<file path="config.mk">
export PLATFORM = sky130hd
export DESIGN_NAME = declaration_lexer_top
export DESIGN_NICKNAME = d
export VERILOG_FILES = /design/src/rtl/core/dlex_pkg.sv /design/src/rtl/core/dlex_front.sv /design/src/rtl/core/dlex_queue.sv /design/src/rtl/core/declaration_lexer_top.sv
export VERILOG_INCLUDE_DIRS = /design/src /design/src/rtl/core
export SDC_FILE = /design/constraint.sdc
export NUM_CORES = 1
export LEC_CHECK = 0
export ABC_AREA = 1
export BUFFER_PORTS_ARGS = -buffer_cell sky130_fd_sc_hd__clkbuf_2
export CAP_MARGIN = 20
export CORE_MARGIN = 3
export CORE_UTILIZATION = 57
export DETAILED_ROUTE_END_ITERATION = 7
export HOLD_SLACK_MARGIN = 0.02
export PLACE_DENSITY = 0.77
export SLEW_MARGIN = 20
export SYNTH_ARGS = -nofsm -noshare
export SYNTH_HDL_FRONTEND = slang
export SYNTH_SLANG_ARGS = --single-unit
</file>
<file path="constraint.sdc">
create_clock -name clk -period 4.55 [get_ports clk]
set_clock_uncertainty 0.1 [all_clocks]
set_input_delay 1.1375 -clock clk [delete_from_list [all_inputs] [get_ports clk]]
set_output_delay 1.1375 -clock clk [all_outputs]
set_load 0.01 [all_outputs]
</file>
<file path="src/rtl/core/assert_macros.svh">
`ifndef ASSERT_MACROS_SVH
`define ASSERT_MACROS_SVH

`ifndef SYNTHESIS
`define DLEX_ASSERT(name, ck, rn, prop) \
  name: assert property (@(posedge ck) disable iff (!rn) prop) \
    else $error("assertion failed");
`define DLEX_NEVER(name, ck, rn, cond) \
  name: assert property (@(posedge ck) disable iff (!rn) !(cond)) \
    else $error("forbidden condition seen");
`else
`define DLEX_ASSERT(name, ck, rn, prop)
`define DLEX_NEVER(name, ck, rn, cond)
`endif

`endif

</file>
<file path="src/rtl/core/dlex_pkg.sv">
package dlex_pkg;

  localparam logic [3:0] K_VOID   = 4'd0;
  localparam logic [3:0] K_CONST  = 4'd1;
  localparam logic [3:0] K_REF    = 4'd2;
  localparam logic [3:0] K_SEMI   = 4'd3;
  localparam logic [3:0] K_OPEN   = 4'd4;
  localparam logic [3:0] K_CLOSE  = 4'd5;
  localparam logic [3:0] K_STAR   = 4'd6;
  localparam logic [3:0] K_ASSIGN = 4'd7;
  localparam logic [3:0] K_COMMA  = 4'd8;
  localparam logic [3:0] K_IDENT  = 4'd9;
  localparam logic [3:0] K_NUMBER = 4'd10;
  localparam logic [3:0] K_BODY   = 4'd11;
  localparam logic [3:0] K_ERROR  = 4'd12;

  localparam logic [7:0] CH_TAB    = 8'h09;
  localparam logic [7:0] CH_CR     = 8'h0D;
  localparam logic [7:0] CH_NL     = 8'h0A;
  localparam logic [7:0] CH_SPACE  = 8'h20;
  localparam logic [7:0] CH_SEMI   = 8'h3B;
  localparam logic [7:0] CH_AMP    = 8'h26;
  localparam logic [7:0] CH_STAR   = 8'h2A;
  localparam logic [7:0] CH_LPAREN = 8'h28;
  localparam logic [7:0] CH_RPAREN = 8'h29;
  localparam logic [7:0] CH_EQ     = 8'h3D;
  localparam logic [7:0] CH_COMMA  = 8'h2C;
  localparam logic [7:0] CH_SLASH  = 8'h2F;
  localparam logic [7:0] CH_LBRACE = 8'h7B;
  localparam logic [7:0] CH_RBRACE = 8'h7D;
  localparam logic [7:0] CH_DOT    = 8'h2E;
  localparam logic [7:0] CH_F      = 8'h66;
  localparam logic [7:0] CH_USCORE = 8'h5F;
  localparam logic [7:0] CH_COLON  = 8'h3A;

  localparam int QDEPTH = 4;
  localparam int QAW    = 2;
  localparam int QCW    = 3;

  localparam logic [3:0] KW_LEN [4] = '{4'd4, 4'd5, 4'd6, 4'd9};

  localparam logic [7:0] KW_CH [4][16] = '{
    '{"v", "o", "i", "d", 8'h00, 8'h00, 8'h00, 8'h00,
      8'h00, 8'h00, 8'h00, 8'h00, 8'h00, 8'h00, 8'h00, 8'h00},
    '{"c", "o", "n", "s", "t", 8'h00, 8'h00, 8'h00,
      8'h00, 8'h00, 8'h00, 8'h00, 8'h00, 8'h00, 8'h00, 8'h00},
    '{"i", "n", "l", "i", "n", "e", 8'h00, 8'h00,
      8'h00, 8'h00, 8'h00, 8'h00, 8'h00, 8'h00, 8'h00, 8'h00},
    '{"I", "M", "G", "U", "I", "_", "A", "P",
      "I", 8'h00, 8'h00, 8'h00, 8'h00, 8'h00, 8'h00, 8'h00}
  };

  typedef enum logic [7:0] {
    M_IDLE    = 8'b0000_0001,
    M_SLASH   = 8'b0000_0010,
    M_COMMENT = 8'b0000_0100,
    M_BODY    = 8'b0000_1000,
    M_INT     = 8'b0001_0000,
    M_DOT     = 8'b0010_0000,
    M_FRAC    = 8'b0100_0000,
    M_IDENT   = 8'b1000_0000
  } mode_t;

  typedef struct packed {
    logic [3:0]  kind;
    logic [15:0] start;
    logic [15:0] len;
    logic        last;
  } tok_t;

  typedef struct packed {
    logic [1:0] n;
    tok_t       a;
    tok_t       b;
  } push_t;

  typedef struct packed {
    logic             room;
    logic [QCW-1:0]   count;
  } q_stat_t;

  function automatic logic is_space(input logic [7:0] c);
    return (c == CH_SPACE) || (c >= CH_TAB && c <= CH_CR);
  endfunction

  function automatic logic is_digit(input logic [7:0] c);
    return c >= "0" && c <= "9";
  endfunction

  function automatic logic is_alpha(input logic [7:0] c);
    return (c >= "a" && c <= "z") || (c >= "A" && c <= "Z");
  endfunction

  function automatic logic [3:0] kw_feed(input logic [3:0] flags, input logic [3:0] cnt,
                                         input logic [7:0] c);
    logic [3:0] f;
    f = flags;
    for (int k = 0; k < 4; k++) begin
      if (cnt >= KW_LEN[k] || KW_CH[k][cnt] != c) begin
        f[k] = 1'b0;
      end
    end
    return f;
  endfunction

  function automatic tok_t mk_tok(input logic [3:0] kind, input logic [15:0] start,
                                  input logic [15:0] len);
    tok_t t;
    t.kind  = kind;
    t.start = start;
    t.len   = len;
    t.last  = 1'b0;
    return t;
  endfunction

endpackage

</file>
<file path="src/rtl/core/dlex_front.sv">
module dlex_front #(
  parameter int unsigned     MAX_NEST = 255,
  parameter longint unsigned MAX_TEXT = 65535
) (
  input  logic            clk,
  input  logic            rst_n,
  input  logic            fire,
  input  logic [7:0]      ch,
  input  logic            eot,
  output dlex_pkg::push_t push
);
  import dlex_pkg::*;

  localparam int NW = $clog2(MAX_NEST + 1);
  localparam int PW = $clog2(MAX_TEXT + 1);
  localparam int XW = (PW + 1 > 17) ? PW + 1 : 17;

  mode_t          mode_r, mode_nxt;
  logic [NW-1:0]  nest_r, nest_nxt;
  logic [PW-1:0]  pos_r, pos_nxt;
  logic [PW-1:0]  beg_r, beg_nxt;
  logic [3:0]     kwf_r, kwf_nxt;
  logic [3:0]     icnt_r, icnt_nxt;

  function automatic logic [15:0] sat16(input logic [XW-1:0] v);
    return (v > XW'(17'h0FFFF)) ? 16'hFFFF : v[15:0];
  endfunction

  logic [XW-1:0] len0, len1;
  logic [15:0]   beg_s, pos_s, len0_s, len1_s;

  logic          sc_emit, sc_begin, sc_body, sc_ident;
  logic [3:0]    sc_kind;
  mode_t         sc_mode;

  logic          if_emit;
  logic [3:0]    if_kind;

  logic          t0v, t1v, do_start;
  tok_t          t0, t1;

  assign len0   = XW'(pos_r) - XW'(beg_r);
  assign len1   = len0 + XW'(1);
  assign beg_s  = sat16(XW'(beg_r));
  assign pos_s  = sat16(XW'(pos_r));
  assign len0_s = sat16(len0);
  assign len1_s = sat16(len1);

  always_comb begin
    sc_emit  = 1'b0;
    sc_kind  = K_ERROR;
    sc_mode  = M_IDLE;
    sc_begin = 1'b0;
    sc_body  = 1'b0;
    sc_ident = 1'b0;
    priority if (is_space(ch)) begin
    end else if (ch == CH_SEMI) begin
      sc_emit = 1'b1; sc_kind = K_SEMI;
    end else if (ch == CH_AMP) begin
      sc_emit = 1'b1; sc_kind = K_REF;
    end else if (ch == CH_STAR) begin
      sc_emit = 1'b1; sc_kind = K_STAR;
    end else if (ch == CH_LPAREN) begin
      sc_emit = 1'b1; sc_kind = K_OPEN;
    end else if (ch == CH_RPAREN) begin
      sc_emit = 1'b1; sc_kind = K_CLOSE;
    end else if (ch == CH_EQ) begin
      sc_emit = 1'b1; sc_kind = K_ASSIGN;
    end else if (ch == CH_COMMA) begin
      sc_emit = 1'b1; sc_kind = K_COMMA;
    end else if (ch == CH_SLASH) begin
      sc_mode = M_SLASH; sc_begin = 1'b1;
    end else if (ch == CH_LBRACE) begin
      sc_mode = M_BODY; sc_begin = 1'b1; sc_body = 1'b1;
    end else if (is_digit(ch)) begin
      sc_mode = M_INT; sc_begin = 1'b1;
    end else if (is_alpha(ch)) begin
      sc_mode = M_IDENT; sc_begin = 1'b1; sc_ident = 1'b1;
    end else begin
      sc_emit = 1'b1; sc_kind = K_ERROR;
    end
  end

  always_comb begin
    if_emit = 1'b1;
    if_kind = K_IDENT;
    priority if (kwf_r[0] && icnt_r == KW_LEN[0]) begin
      if_kind = K_VOID;
    end else if (kwf_r[1] && icnt_r == KW_LEN[1]) begin
      if_kind = K_CONST;
    end else if ((kwf_r[2] && icnt_r == KW_LEN[2]) || (kwf_r[3] && icnt_r == KW_LEN[3])) begin
      if_emit = 1'b0;
    end else begin
    end
  end

  always_comb begin
    mode_nxt = mode_r;
    nest_nxt = nest_r;
    pos_nxt  = pos_r;
    beg_nxt  = beg_r;
    kwf_nxt  = kwf_r;
    icnt_nxt = icnt_r;
    t0v      = 1'b0;
    t0       = mk_tok(K_ERROR, beg_s, len0_s);
    do_start = 1'b0;
    if (eot) begin
      unique case (mode_r)
        M_IDENT: begin
          t0v = if_emit; t0 = mk_tok(if_kind, beg_s, len0_s);
        end
        M_INT, M_DOT, M_FRAC: begin
          t0v = 1'b1; t0 = mk_tok(K_NUMBER, beg_s, len0_s);
        end
        M_SLASH: begin
          t0v = 1'b1; t0 = mk_tok(K_ERROR, beg_s, 16'd1);
        end
        M_BODY: begin
          t0v = 1'b1; t0 = mk_tok(K_ERROR, beg_s, len0_s);
        end
        default: begin
        end
      endcase
      mode_nxt = M_IDLE;
      nest_nxt = '0;
      pos_nxt  = '0;
      beg_nxt  = '0;
      kwf_nxt  = 4'hF;
      icnt_nxt = 4'd0;
    end else begin
      unique case (mode_r)
        M_SLASH: begin
          if (ch == CH_SLASH) begin
            mode_nxt = M_COMMENT;
          end else begin
            t0v = 1'b1; t0 = mk_tok(K_ERROR, beg_s, 16'd1); do_start = 1'b1;
          end
        end
        M_COMMENT: begin
          if (ch == CH_NL) mode_nxt = M_IDLE;
        end
        M_BODY: begin
          if (ch == CH_LBRACE) begin
            if (nest_r >= NW'(MAX_NEST)) begin
              t0v = 1'b1; t0 = mk_tok(K_ERROR, beg_s, len1_s);
              mode_nxt = M_IDLE;
              nest_nxt = '0;
            end else begin
              nest_nxt = nest_r + NW'(1);
            end
          end else if (ch == CH_RBRACE) begin
            nest_nxt = nest_r - NW'(1);
            if (nest_r == NW'(1)) begin
              t0v = 1'b1; t0 = mk_tok(K_BODY, beg_s, len1_s);
              mode_nxt = M_IDLE;
            end
          end
        end
        M_INT: begin
          if (ch == CH_DOT) begin
            mode_nxt = M_DOT;
          end else if (!is_digit(ch)) begin
            t0v = 1'b1; t0 = mk_tok(K_NUMBER, beg_s, len0_s); do_start = 1'b1;
          end
        end
        M_DOT: begin
          if (is_digit(ch)) begin
            mode_nxt = M_FRAC;
          end else begin
            t0v = 1'b1; t0 = mk_tok(K_NUMBER, beg_s, len0_s); do_start = 1'b1;
          end
        end
        M_FRAC: begin
          if (ch == CH_F) begin
            t0v = 1'b1; t0 = mk_tok(K_NUMBER, beg_s, len1_s);
            mode_nxt = M_IDLE;
          end else if (!is_digit(ch)) begin
            t0v = 1'b1; t0 = mk_tok(K_NUMBER, beg_s, len0_s); do_start = 1'b1;
          end
        end
        M_IDENT: begin
          if (is_alpha(ch) || is_digit(ch) || ch == CH_USCORE || ch == CH_COLON) begin
            kwf_nxt = kw_feed(kwf_r, icnt_r, ch);
            if (icnt_r != 4'd15) icnt_nxt = icnt_r + 4'd1;
          end else begin
            t0v = if_emit; t0 = mk_tok(if_kind, beg_s, len0_s); do_start = 1'b1;
          end
        end
        default: begin
          do_start = 1'b1;
        end
      endcase
      if (do_start) begin
        mode_nxt = sc_mode;
        if (sc_begin) beg_nxt = pos_r;
        if (sc_body) nest_nxt = NW'(1);
        if (sc_ident) begin
          kwf_nxt  = kw_feed(4'hF, 4'd0, ch);
          icnt_nxt = 4'd1;
        end
      end
      if (pos_r < PW'(MAX_TEXT)) pos_nxt = pos_r + PW'(1);
    end
  end

  assign t1v = do_start && !eot && sc_emit;

  always_comb begin
    t1      = mk_tok(sc_kind, pos_s, 16'd1);
    t1.last = 1'b1;
    push.b  = t1;
    push.a  = t0v ? t0 : t1;
    push.a.last = !(t0v && t1v);
    push.n  = fire ? ({1'b0, t0v} + {1'b0, t1v}) : 2'd0;
  end

  always_ff @(posedge clk) begin
    if (!rst_n) begin
      mode_r <= M_IDLE;
      nest_r <= '0;
      pos_r  <= '0;
      beg_r  <= '0;
      kwf_r  <= 4'hF;
      icnt_r <= 4'd0;
    end else if (fire) begin
      mode_r <= mode_nxt;
      nest_r <= nest_nxt;
      pos_r  <= pos_nxt;
      beg_r  <= beg_nxt;
      kwf_r  <= kwf_nxt;
      icnt_r <= icnt_nxt;
    end
  end

endmodule

</file>
<file path="src/rtl/core/dlex_queue.sv">
module dlex_queue (
  input  logic              clk,
  input  logic              rst_n,
  input  dlex_pkg::push_t   push,
  input  logic              pop_rdy,
  output logic              head_vld,
  output dlex_pkg::tok_t    head,
  output dlex_pkg::q_stat_t stat
);
  import dlex_pkg::*;

  tok_t           mem_r [QDEPTH];
  logic [QAW-1:0] wr_r, wr_nxt;
  logic [QAW-1:0] rd_r, rd_nxt;
  logic [QCW-1:0] cnt_r, cnt_nxt;
  logic           pop;

  assign head_vld   = cnt_r != '0;
  assign head       = mem_r[rd_r];
  assign pop        = head_vld && pop_rdy;
  assign stat.count = cnt_r;
  assign stat.room  = cnt_r <= QCW'(QDEPTH - 2);

  assign wr_nxt  = wr_r + QAW'(push.n);
  assign rd_nxt  = rd_r + QAW'(pop);
  assign cnt_nxt = cnt_r + QCW'(push.n) - QCW'(pop);

  always_ff @(posedge clk) begin
    if (push.n != 2'd0) mem_r[wr_r] <= push.a;
    if (push.n == 2'd2) mem_r[wr_r + QAW'(1)] <= push.b;
  end

  always_ff @(posedge clk) begin
    if (!rst_n) begin
      wr_r  <= '0;
      rd_r  <= '0;
      cnt_r <= '0;
    end else begin
      wr_r  <= wr_nxt;
      rd_r  <= rd_nxt;
      cnt_r <= cnt_nxt;
    end
  end

endmodule

</file>
<file path="src/rtl/core/declaration_lexer_top.sv">
// Declaration lexer: turns C-like declaration text into tokens.
// Input stream: one character word per accepted beat. in_tdata[7:0] is the
// character; in_tlast high marks end of text, which flushes the pending token
// and restarts offsets at 0 (the character of that word is ignored).
// Output stream: one token word per beat; out_tdata holds start offset [15:0]
// and length [31:16], out_tuser carries the token kind; out_tlast marks the
// final token caused by one input word.
// Throughput: one character per cycle while in_tready is high. The lexer
// state is updated at the clock edge that accepts a character; that edge
// also writes its tokens into a four-entry queue, which drives out_tvalid.
// A character may yield two tokens; they enter the queue together, in order.
// in_tready drops while fewer than two queue slots are free, so a stalled
// receiver backs up the input, holding at most four tokens; no token is lost.
// Reset (rst_n low, synchronous) empties the queue and returns the lexer to
// idle at offset 0.
`include "assert_macros.svh"

module declaration_lexer_top #(
  parameter int unsigned     MAX_NEST = 255,
  parameter longint unsigned MAX_TEXT = 65535
) (
  input  logic        clk,
  input  logic        rst_n,
  input  logic        in_tvalid,
  output logic        in_tready,
  input  logic [7:0]  in_tdata,   // ch
  input  logic        in_tlast,
  output logic        out_tvalid,
  input  logic        out_tready,
  output logic [31:0] out_tdata,  // start_offset, token_length
  output logic [3:0]  out_tuser,  // token_kind
  output logic        out_tlast
);
  import dlex_pkg::*;

  push_t   push;
  tok_t    head;
  q_stat_t stat;
  logic    fire;

  assign in_tready = stat.room;
  assign fire      = in_tvalid && in_tready;

  dlex_front #(
    .MAX_NEST (MAX_NEST),
    .MAX_TEXT (MAX_TEXT)
  ) u_front (
    .clk   (clk),
    .rst_n (rst_n),
    .fire  (fire),
    .ch    (in_tdata),
    .eot   (in_tlast),
    .push  (push)
  );

  dlex_queue u_queue (
    .clk      (clk),
    .rst_n    (rst_n),
    .push     (push),
    .pop_rdy  (out_tready),
    .head_vld (out_tvalid),
    .head     (head),
    .stat     (stat)
  );

  assign out_tdata = {head.len, head.start};
  assign out_tuser = head.kind;
  assign out_tlast = head.last;

  `DLEX_NEVER(a_q_over, clk, rst_n, stat.count > QCW'(QDEPTH))
  `DLEX_ASSERT(a_push_fire, clk, rst_n, (push.n != 2'd0) |-> fire)
  `DLEX_ASSERT(a_pair_last, clk, rst_n, (push.n == 2'd2) |-> (!push.a.last && push.b.last))
  `DLEX_ASSERT(a_ready_room, clk, rst_n, in_tready |-> (stat.count <= QCW'(QDEPTH - 2)))

endmodule

</file>
== Word-level counts from Yosys, hierarchy flattened ==
Memory sizes are Yosys's and may differ from the RTL's. A register that Yosys moved wholly into a read port is not among the register bits.
Index checks and enable logic that the tools add are counted.

* Output and inout port bits: 39
* Word-level logic and storage cells: 287
* Register bits after elaboration: 63
* Memories: 5
* ROM bits: 512
* Bits in latches: 0
* Memory bits (writable): 148

{| class="wikitable"
|+ Memory list
! memory !! depth !! width !! rd ports !! clocked after Yosys merged registers in !! write ports !! line !! text
|-
| u_queue.mem_r || 4 || 37 || 1 || 1 || 2 || dlex_queue.sv:12 || <nowiki>tok_t mem_r [QDEPTH];</nowiki>
|-
| (name not given) || 16 || 8 || 1 || 0 || 0 || dlex_pkg.sv:99 || <nowiki>if (cnt >= KW_LEN[k] || KW_CH[k][cnt] != c) begin</nowiki>
|-
| (name not given) || 16 || 8 || 1 || 0 || 0 || dlex_pkg.sv:99 ||
|-
| (name not given) || 16 || 8 || 1 || 0 || 0 || dlex_pkg.sv:99 ||
|-
| (name not given) || 16 || 8 || 1 || 0 || 0 || dlex_pkg.sv:99 ||
|}

* Shift operators: 0
* Muxes and demuxes: 159
* Multiply operators: 0
* Equal/unequal tests: 46
* Div/mod/pow operators: 0
* Reductions and logical operators: 37
* $add $sub $neg: 12
* Magnitude comparators: 18
* Bitwise logic cells: 1

{| class="wikitable"
|+ Operators by type and width
! cell !! number
|-
| $mux W8 || 38
|-
| $pmux W37 S6 || 1
|-
| $mux W36 || 5
|-
| $mux W37 || 4
|-
| $mux W16 || 7
|-
| $pmux W37 S3 || 1
|-
| $eq A8 B6 Y1 const B || 12
|-
| $mux W4 || 20
|-
| $mux W1 || 74
|-
| $pmux W8 S6 || 1
|-
| $eq A8 B7 Y1 const B || 5
|-
| $gt A17 B16 Y1 const B || 2
|-
| $mux W17 || 2
|-
| $ne A7 B8 Y1 const A || 4
|-
| $ne A8 B8 Y1 || 4
|-
| $ne A4 B2 Y1 const B || 5
|-
| $add A17 B1 Y17 const B || 1
|-
| $sub A16 B16 Y17 || 1
|-
| $add A16 B1 Y16 const B || 1
|-
| $eq A8 B4 Y1 const B || 2
|-
| $ge A8 B7 Y1 const B || 2
|-
| $le A8 B7 Y1 const B || 2
|-
| $lt A16 B16 Y1 const B || 1
|-
| $logic_and A1 B1 Y1 || 13
|-
| other kinds (45) || 65
|}

== Logic depth before layout (Yosys ltp) ==
Gate-level depths: netlist (run 1).

* Word-level depth: 21
* Gate-level depth with buffers: 27

== By module ==
Synthesis (run 1) repeated with hierarchy kept, for this count alone.

* Cell total of the unflattened synthesis: 1946
* Area, all modules: 14342.5 µm²

{| class="wikitable"
|+ Modules (own cells, without submodules)
! module !! instances !! seq. area each (µm²) !! cells each !! area an instance (µm²)
|-
| dlex_queue || 1 || 4584.4 || 781 || 7552.2
|-
| dlex_front || 1 || 1121.1 || 1163 || 6782.8
|-
| declaration_lexer_top || 1 || 0.0 || 2 || 7.5
|}

== Worst setup path before layout (run 1) ==
No wires, ideal clock.

* Path kind: in2reg
* Start: in in_tdata[1]
* End: mem u_queue.mem_r[3][10] (netlist bit)
* Arrival: 4.634 ns
* Stages on the path: 26
* Path buffers: 4
* Setup time: 0.114 ns
* Path slack: -0.297 ns
* Required time: 4.336 ns
* Cells stage by stage: buf_4 > nand2_1 > nand2_1 > nand3_1 > nand2_1 > nor2_1 > nor2_2 > inv_2 > nor3_4 > inv_2 > nor2_1 > nor3_2 > nand3_2 > nand2_4 > inv_2 > buf_4 > buf_2 > ha_1 > o21ai_0 > nor2_1 > inv_1 > nand2_1 > inv_1 > clkbuf_1 > nand2_1 > nand2_1

{| class="wikitable"
|+ RTL lines
! element !! line !! text
|-
| start: declaration || declaration_lexer_top.sv:26 || <nowiki>input logic [7:0] in_tdata,</nowiki>
|-
| end: declaration || dlex_queue.sv:12 ||
|}

==> flow_metrics.tcl, run 1 <==
set metrics [dict create \
    grt.total_usage 0.307 \
    cts_buffers 24 \
    hpwl_um 26700 \
    cts.htree.levels 1 \
    crit_required_ns 4.83 \
    cts_resized 0 \
    intPower_mw 3.79 \
    core_sq_um 22200 \
    rsz0062_at_grt "false" \
    grt_max_degree 76 \
    ys_seq_area_frac 0.382 \
    crit_arrival_ns 4.43 \
    die_x_um 158 \
    first_iter_violations 1383 \
    period_needed_ns 4.15 \
    antennaDiodeCount 0 \
    syn_inst 1844 \
    io_buffer_count 51 \
    yosys_register_bits 211 \
    start_kind "flip-flop" \
    clockBufferDepth 3 \
    tightest_slew_ns 0.922 \
    clk_pin_slew_worst_paths_ns 0.06 \
    hp-class "flip-flop to flip-flop" \
    placed_area_sq_um 13700 \
    grt_overflow 0 \
    initial_core_util 0.591 \
    cts_setup_buffers 0 \
    grt_pass1_wl_um 62100 \
    cpPeakStageDelay_ns 0.45 \
    critPathMaxFanout 7 \
    syn_nets 1895 \
    yosysUniqueCellTypes 61 \
    antenna_found_initial 0 \
    ir_drop_mv 0.311 \
    dp.cells 2136 \
    drtAntennaViolNets 0 \
    r2r_start "u_front.pos_r[0]" \
    min_from "u_queue.mem_r[1][15]" \
    hold_violations 0 \
    area_growth_pct 9.94 \
    drc 0 \
    ys_warn_count 0 \
    die_h_um 158 \
    synth-edff-count 80 \
    worst_path_max_delay_cell "dfxtp_1" \
    finalCritPeriodShare 0.912 \
    leakagePower_nw 6.38 \
    path_cells "inv_1 > ha_1 > fa_1 > inv_1 > nand2_1 > nand2_1 > nand3_2 > nand2_2 > nand3_1 > nand2_1 > xor2_1 > nand4_1 > nor2_1 > ha_1 > o21ai_0 > o21ai_0 > nand2_1 > nor2_1 > a21oi_1" \
    tns_ns 0 \
    synth_area_per_cell_sq_um 7.13 \
    yosys_most_used_dff "dfxtp_1" \
    cts-hold-fix-buffers 0 \
    vias_per_cell 5.98 \
    p_clk_frac 0.298 \
    p_seq_frac 0.374 \
    crit_type "flip-flop to flip-flop" \
    swShare 0.370 \
    p_comb_frac 0.328 \
    switching_power_mw 2.23 \
    finalPower_mw 6.02 \
    max_freq_mhz 241 \
    cts_tree "built" \
    powerDensity_nw_per_um2 417 \
    critPathMostFrequentCell "nand2_1" \
    boundaryPins 52 \
    die_area_sq_um 24900 \
    status "finished, final reports clean" \
    final_net_count 1933 \
    async_flop_share 0 \
    clk_latency_ns 0.52 \
    mappedNetlistArea_sq_um 13100 \
    routed_wl_um 38800 \
    cts.sinks 211 \
    dr.pass1.iters 6 \
    rows 54 \
    final_cell_count_no_fill 2177 \
    root_buffer "clkbuf_16" \
    critPathCaptureType "flip-flop" \
    drv_cap 0 \
    cp-startpoint "u_front.pos_r[0]" \
    reg2regPathDepth 19 \
    via_count 13018 \
    slew_headroom 0.384 \
    final_max_slew_viol_count 0 \
    drive_gt1_frac 0.130 \
    avgRoutedWirePerCell_um 17.8 \
    fin_area_sq_um 14500 \
    grt_pass1_vias 11860 \
    routabilityCongestion 0.944 \
    min_path_cells 2 \
    setup_viol 0 \
]
## cell usage in the layout, fill, tap and decap left out, types with 51 or more instances in the layout
cell type and instances:
nor2_1 169, dfxtp_1 130, clkbuf_2 51, o22ai_1 116
edfxtp_1 80, a21oi_1 91, nand3_1 150, nand2_1 454
o21ai_0 121, inv_1 166
## state kept, by name, indices dropped and copies added, names as in the netlist
| signal | cells |
|---|---|
| u_queue.rd_r | 2 |
| u_front.icnt_r | 4 |
| u_front.pos_r | 16 |
| u_queue.wr_r | 2 |
| u_front.mode_r | 8 |
| u_front.beg_r | 16 |
| u_front.kwf_r | 4 |
| u_front.nest_r | 8 |
| u_queue.cnt_r | 3 |
| u_queue.mem_r | 148 |
## worst paths after layout
path | end | slack [ns]
setup / recovery | u_queue.mem_r[2][1] | 0.40
hold / removal | u_queue.mem_r[1][15] | 0.35
setup reg to reg | u_queue.mem_r[2][1] | 0.40
hold reg to reg | u_queue.mem_r[1][15] | 0.35
## per-layer routing
metal / vias to the layer above / share of wire / GRT usage
li1: 6295 / - / -
met3: 78 / 0.093 / 0.0451
met4: 0 / 0.029 / 0.0893
met5: - / 0 / 0
met1: 5998 / 0.44 / 0.444
met2: 647 / 0.44 / 0.478
## power by group through the flow
stage | logic (mW) | clock network, mW | registers, mW
6_report | 1.97 | 1.79 | 2.25
5_1_grt | 2.16 | 1.87 | 2.27
4_1_cts | 1.95 | 1.80 | 2.25
3_3_place_gp | 1.91 | 0 | 2.28
3_5_place_dp | 1.93 | 0 | 2.29
2_1_floorplan | 1.29 | 0 | 2.26
## cells by family after synthesis
group                    count (synthesis)  synth area share
AND/OR/NAND/NOR                        900             0.306
flip-flops                             211             0.382
XOR/XNOR                                27            0.0180
adder cells (fa/ha/maj)                 38            0.0373
AO/OA/AOI/OAI                          390             0.172
buffers and inverters                  278            0.0854
## per-stage QoR
step | worst slack, ns | utilization | hold WS [ns]
after floorplan | -0.0298 | - | 0.321
after global placement | 0.194 | 0.618 | 0.332
after detailed placement | 0.117 | 0.618 | 0.334
after CTS | 0.504 | 0.650 | 0.349
after global routing | 0.117 | 0.650 | 0.362
final | 0.401 | 0.650 | 0.349
## critical path: cells and delay by family (launching register included)
kind / cells / cell delay [ns]
and+or+nand+nor: 10 / 1.29
adders and majority gates: 3 / 0.83
AOI/OAI and AO/OA: 3 / 0.61
DFF: 1 / 0.45
xor gates and xnor gates: 1 / 0.45
buffers and inverters: 2 / 0.28
## Yosys cell counts (4+ instances only)
master    instances  area share
clkinv_1          4      0.0011
nor3_1           22      0.0084
nor3_2            5      0.0038
o21ai_0         121       0.046
nand2_2          29       0.014
inv_1           167       0.048
o22ai_1         116       0.055
o21ai_2          16       0.011
nand3_2           7      0.0053
nor2_2           11      0.0052
xnor2_1           4      0.0027
clkbuf_1         57       0.016
nor4_1            9      0.0043
nor2_4            6      0.0051
o211ai_1          6      0.0034
inv_2            21      0.0060
edfxtp_1         80        0.18
nand2_1         458        0.13
a21oi_1          91       0.035
xor2_1           23       0.015
o21ai_1          14      0.0053
nor2_1          169       0.048
dfxtp_1         131        0.20
buf_4            11      0.0063
nand4_1          17      0.0081
nand3_1         150       0.057
ha_1             36       0.034
buf_2            10      0.0038
## final cells by class
| type | count | area, sq um |
|---|---|---|
| clock buffer | 31 | 658 |
| clock inverter | 10 | 55.1 |
| fill | 1972 | 7770 |
| inverter | 195 | 738 |
| multi-input combinational | 1355 | 7020 |
| sequential | 211 | 5030 |
| tap | 280 | 350 |
| timing repair buffer | 95 | 611 |
Power figures use the tool's default switching activity.
==> run 2: changes to the inputs <==
- PLACE_DENSITY: 0.77 -> default
- PLACE_DENSITY_LB_ADDON: default -> 0.1
==> flow_metrics.tcl, run 2 (same netlist as run 1, synthesis figures left out) <==
set metrics [dict create \
    cts_resized 0 \
    critPathMaxFanout 7 \
    via_count 12918 \
    core_sq_um 22200 \
    status "complete, but fails checks" \
    cts_tree "built" \
    rsz0062_at_grt "false" \
    final_cell_count_no_fill 2181 \
    final-seq-area_sq_um 5030 \
    cts_setup_buffers 0 \
    root_buffer "clkbuf_16" \
    boundaryPins 52 \
    tightest_slew_ns 0.922 \
    wl_met1_um 16900 \
    leakagePower_nw 6.46 \
    hp-class "flip-flop to flip-flop" \
    placed_area_sq_um 13800 \
    final_net_count 1935 \
    crit_required_ns 4.83 \
    critPathMostFrequentCell "nand2_1" \
    clk_latency_ns 0.51 \
    setup_viol 0 \
    place_ws_ns 0.126 \
    reg_top3 "u_queue.mem_r (148), u_front.beg_r (16), u_front.pos_r (16)" \
    final_max_slew_viol_count 0 \
    slew_headroom 0.384 \
    grt_pass1_vias 12160 \
    critPathCaptureType "flip-flop" \
    drv_cap 0 \
    clockBufferDepth 3 \
    first_iter_violations 1392 \
    powerDensity_nw_per_um2 425 \
    die_area_sq_um 24900 \
    final_cell_mix "454 x nand2_1, 169 x nor2_1, 166 x inv_1, 150 x nand3_1, 130 x dfxtp_1" \
    clk_pin_slew_worst_paths_ns 0.06 \
    dr.pass1.iters 8 \
    top_layer "met4" \
    wl_met3_um 3180 \
    routabilityCongestion 0.977 \
    largest_reg_flops 148 \
    cpPeakStageDelay_ns 0.44 \
    crit_type "flip-flop to flip-flop" \
    postLayoutSetupSlackWorst_ns 0.388 \
    worst_path_max_delay_cell "dfxtp_1" \
    regMostFlops "u_queue.mem_r" \
    drive_gt1_frac 0.133 \
    antenna_found_initial 0 \
    period_needed_ns 4.16 \
    max_freq_mhz 240 \
    start_kind "flip-flop" \
    grt_overflow 0 \
    drc 6 \
    vias_per_cell 5.92 \
    rows 54 \
    fillers 1993 \
    avgRoutedWirePerCell_um 17.8 \
    cts-hold-fix-buffers 0 \
    path_cells "inv_1 > ha_1 > fa_1 > inv_1 > nand2_1 > nand2_1 > nand3_2 > nand2_2 > nand2_1 > nand2_1 > nand2_1 > nor2_1 > nand3_1 > nor3_1 > nand4_1 > nor2_1 > ha_1 > o21ai_0 > o21ai_0 > nand2_1 > nor2_1 > a21oi_1" \
    layout_commonest_cell "nand2_1" \
    hpwl_um 26800 \
    finalPower_mw 6.21 \
    crit_arrival_ns 4.44 \
    cts.htree.levels 1 \
    grt.total_usage 0.308 \
    fin_area_sq_um 14600 \
    routed_wl_um 38800 \
    grt_pass1_wl_um 62300 \
    whs_ns 0.349 \
    io_buffer_count 51 \
    area_growth_pct 11.0 \
    violations "DRC" \
    hold_violations 0 \
    cts_buffers 24 \
    finalCritPeriodShare 0.915 \
    rrSetupSlack_ns 0.39 \
    die_x_um 158 \
    antennaDiodeCount 0 \
    drtAntennaViolNets 0 \
    die_h_um 158 \
    wl_met2_um 17700 \
    initial_core_util 0.591 \
    cts.sinks 211 \
    grt_max_degree 66 \
    dp.cells 2138 \
    ir_drop_mv 0.412 \
    multiInputGateArea_sq_um 7020 \
]
[run 2: metrics by stage]
stage	util	TNS (ns)
detailed placement	0.620	0
finish	0.657	0
CTS	0.657	0
global route	0.657	0
floorplan	-	-0.298
global placement	0.620	0
[run 2: cell type report]
| cell class | count | area share |
|---|---|---|
| Multi-Input combinational cell | 1355 | 0.481 |
| Sequential cell | 211 | 0.344 |
| Inverter | 195 | 0.0506 |
| Clock buffer | 32 | 0.0467 |
| Timing Repair Buffer | 97 | 0.0446 |
| Tap cell | 280 | 0.0240 |
| Clock inverter | 11 | 0.00909 |
[run 2: report_power, final]
group	total, mW	internal [mW]	switching, mW
logic	1.94	0.629	1.31
registers	2.28	2.15	0.125
clock network	1.99	1.22	0.774
[run 2: critical path, delay by kind of cell (launching register included)]
family	cells	cell delay, ns
flip-flops	1	0.44
AO/OA/AOI/OAI	3	0.66
buffers and inverters	2	0.27
AND/OR/NAND/NOR	14	1.74
adder cells (fa/ha/maj)	3	0.82
[run 2: worst paths after layout]
check	endpoint	cells past startpoint	from
max	u_queue.mem_r[2][1]	22	u_front.pos_r[0]
min	u_queue.mem_r[1][3]	2	u_queue.mem_r[1][3]
max reg2reg	u_queue.mem_r[2][1]	22	u_front.pos_r[0]
min reg2reg	u_queue.mem_r[1][3]	2	u_queue.mem_r[1][3]
[run 2: per-layer routing]
metal	vias up	track usage
met4	0	0.0921
met1	5956	0.431
met5	-	0
met2	580	0.502
li1	6303	-
met3	79	0.0388
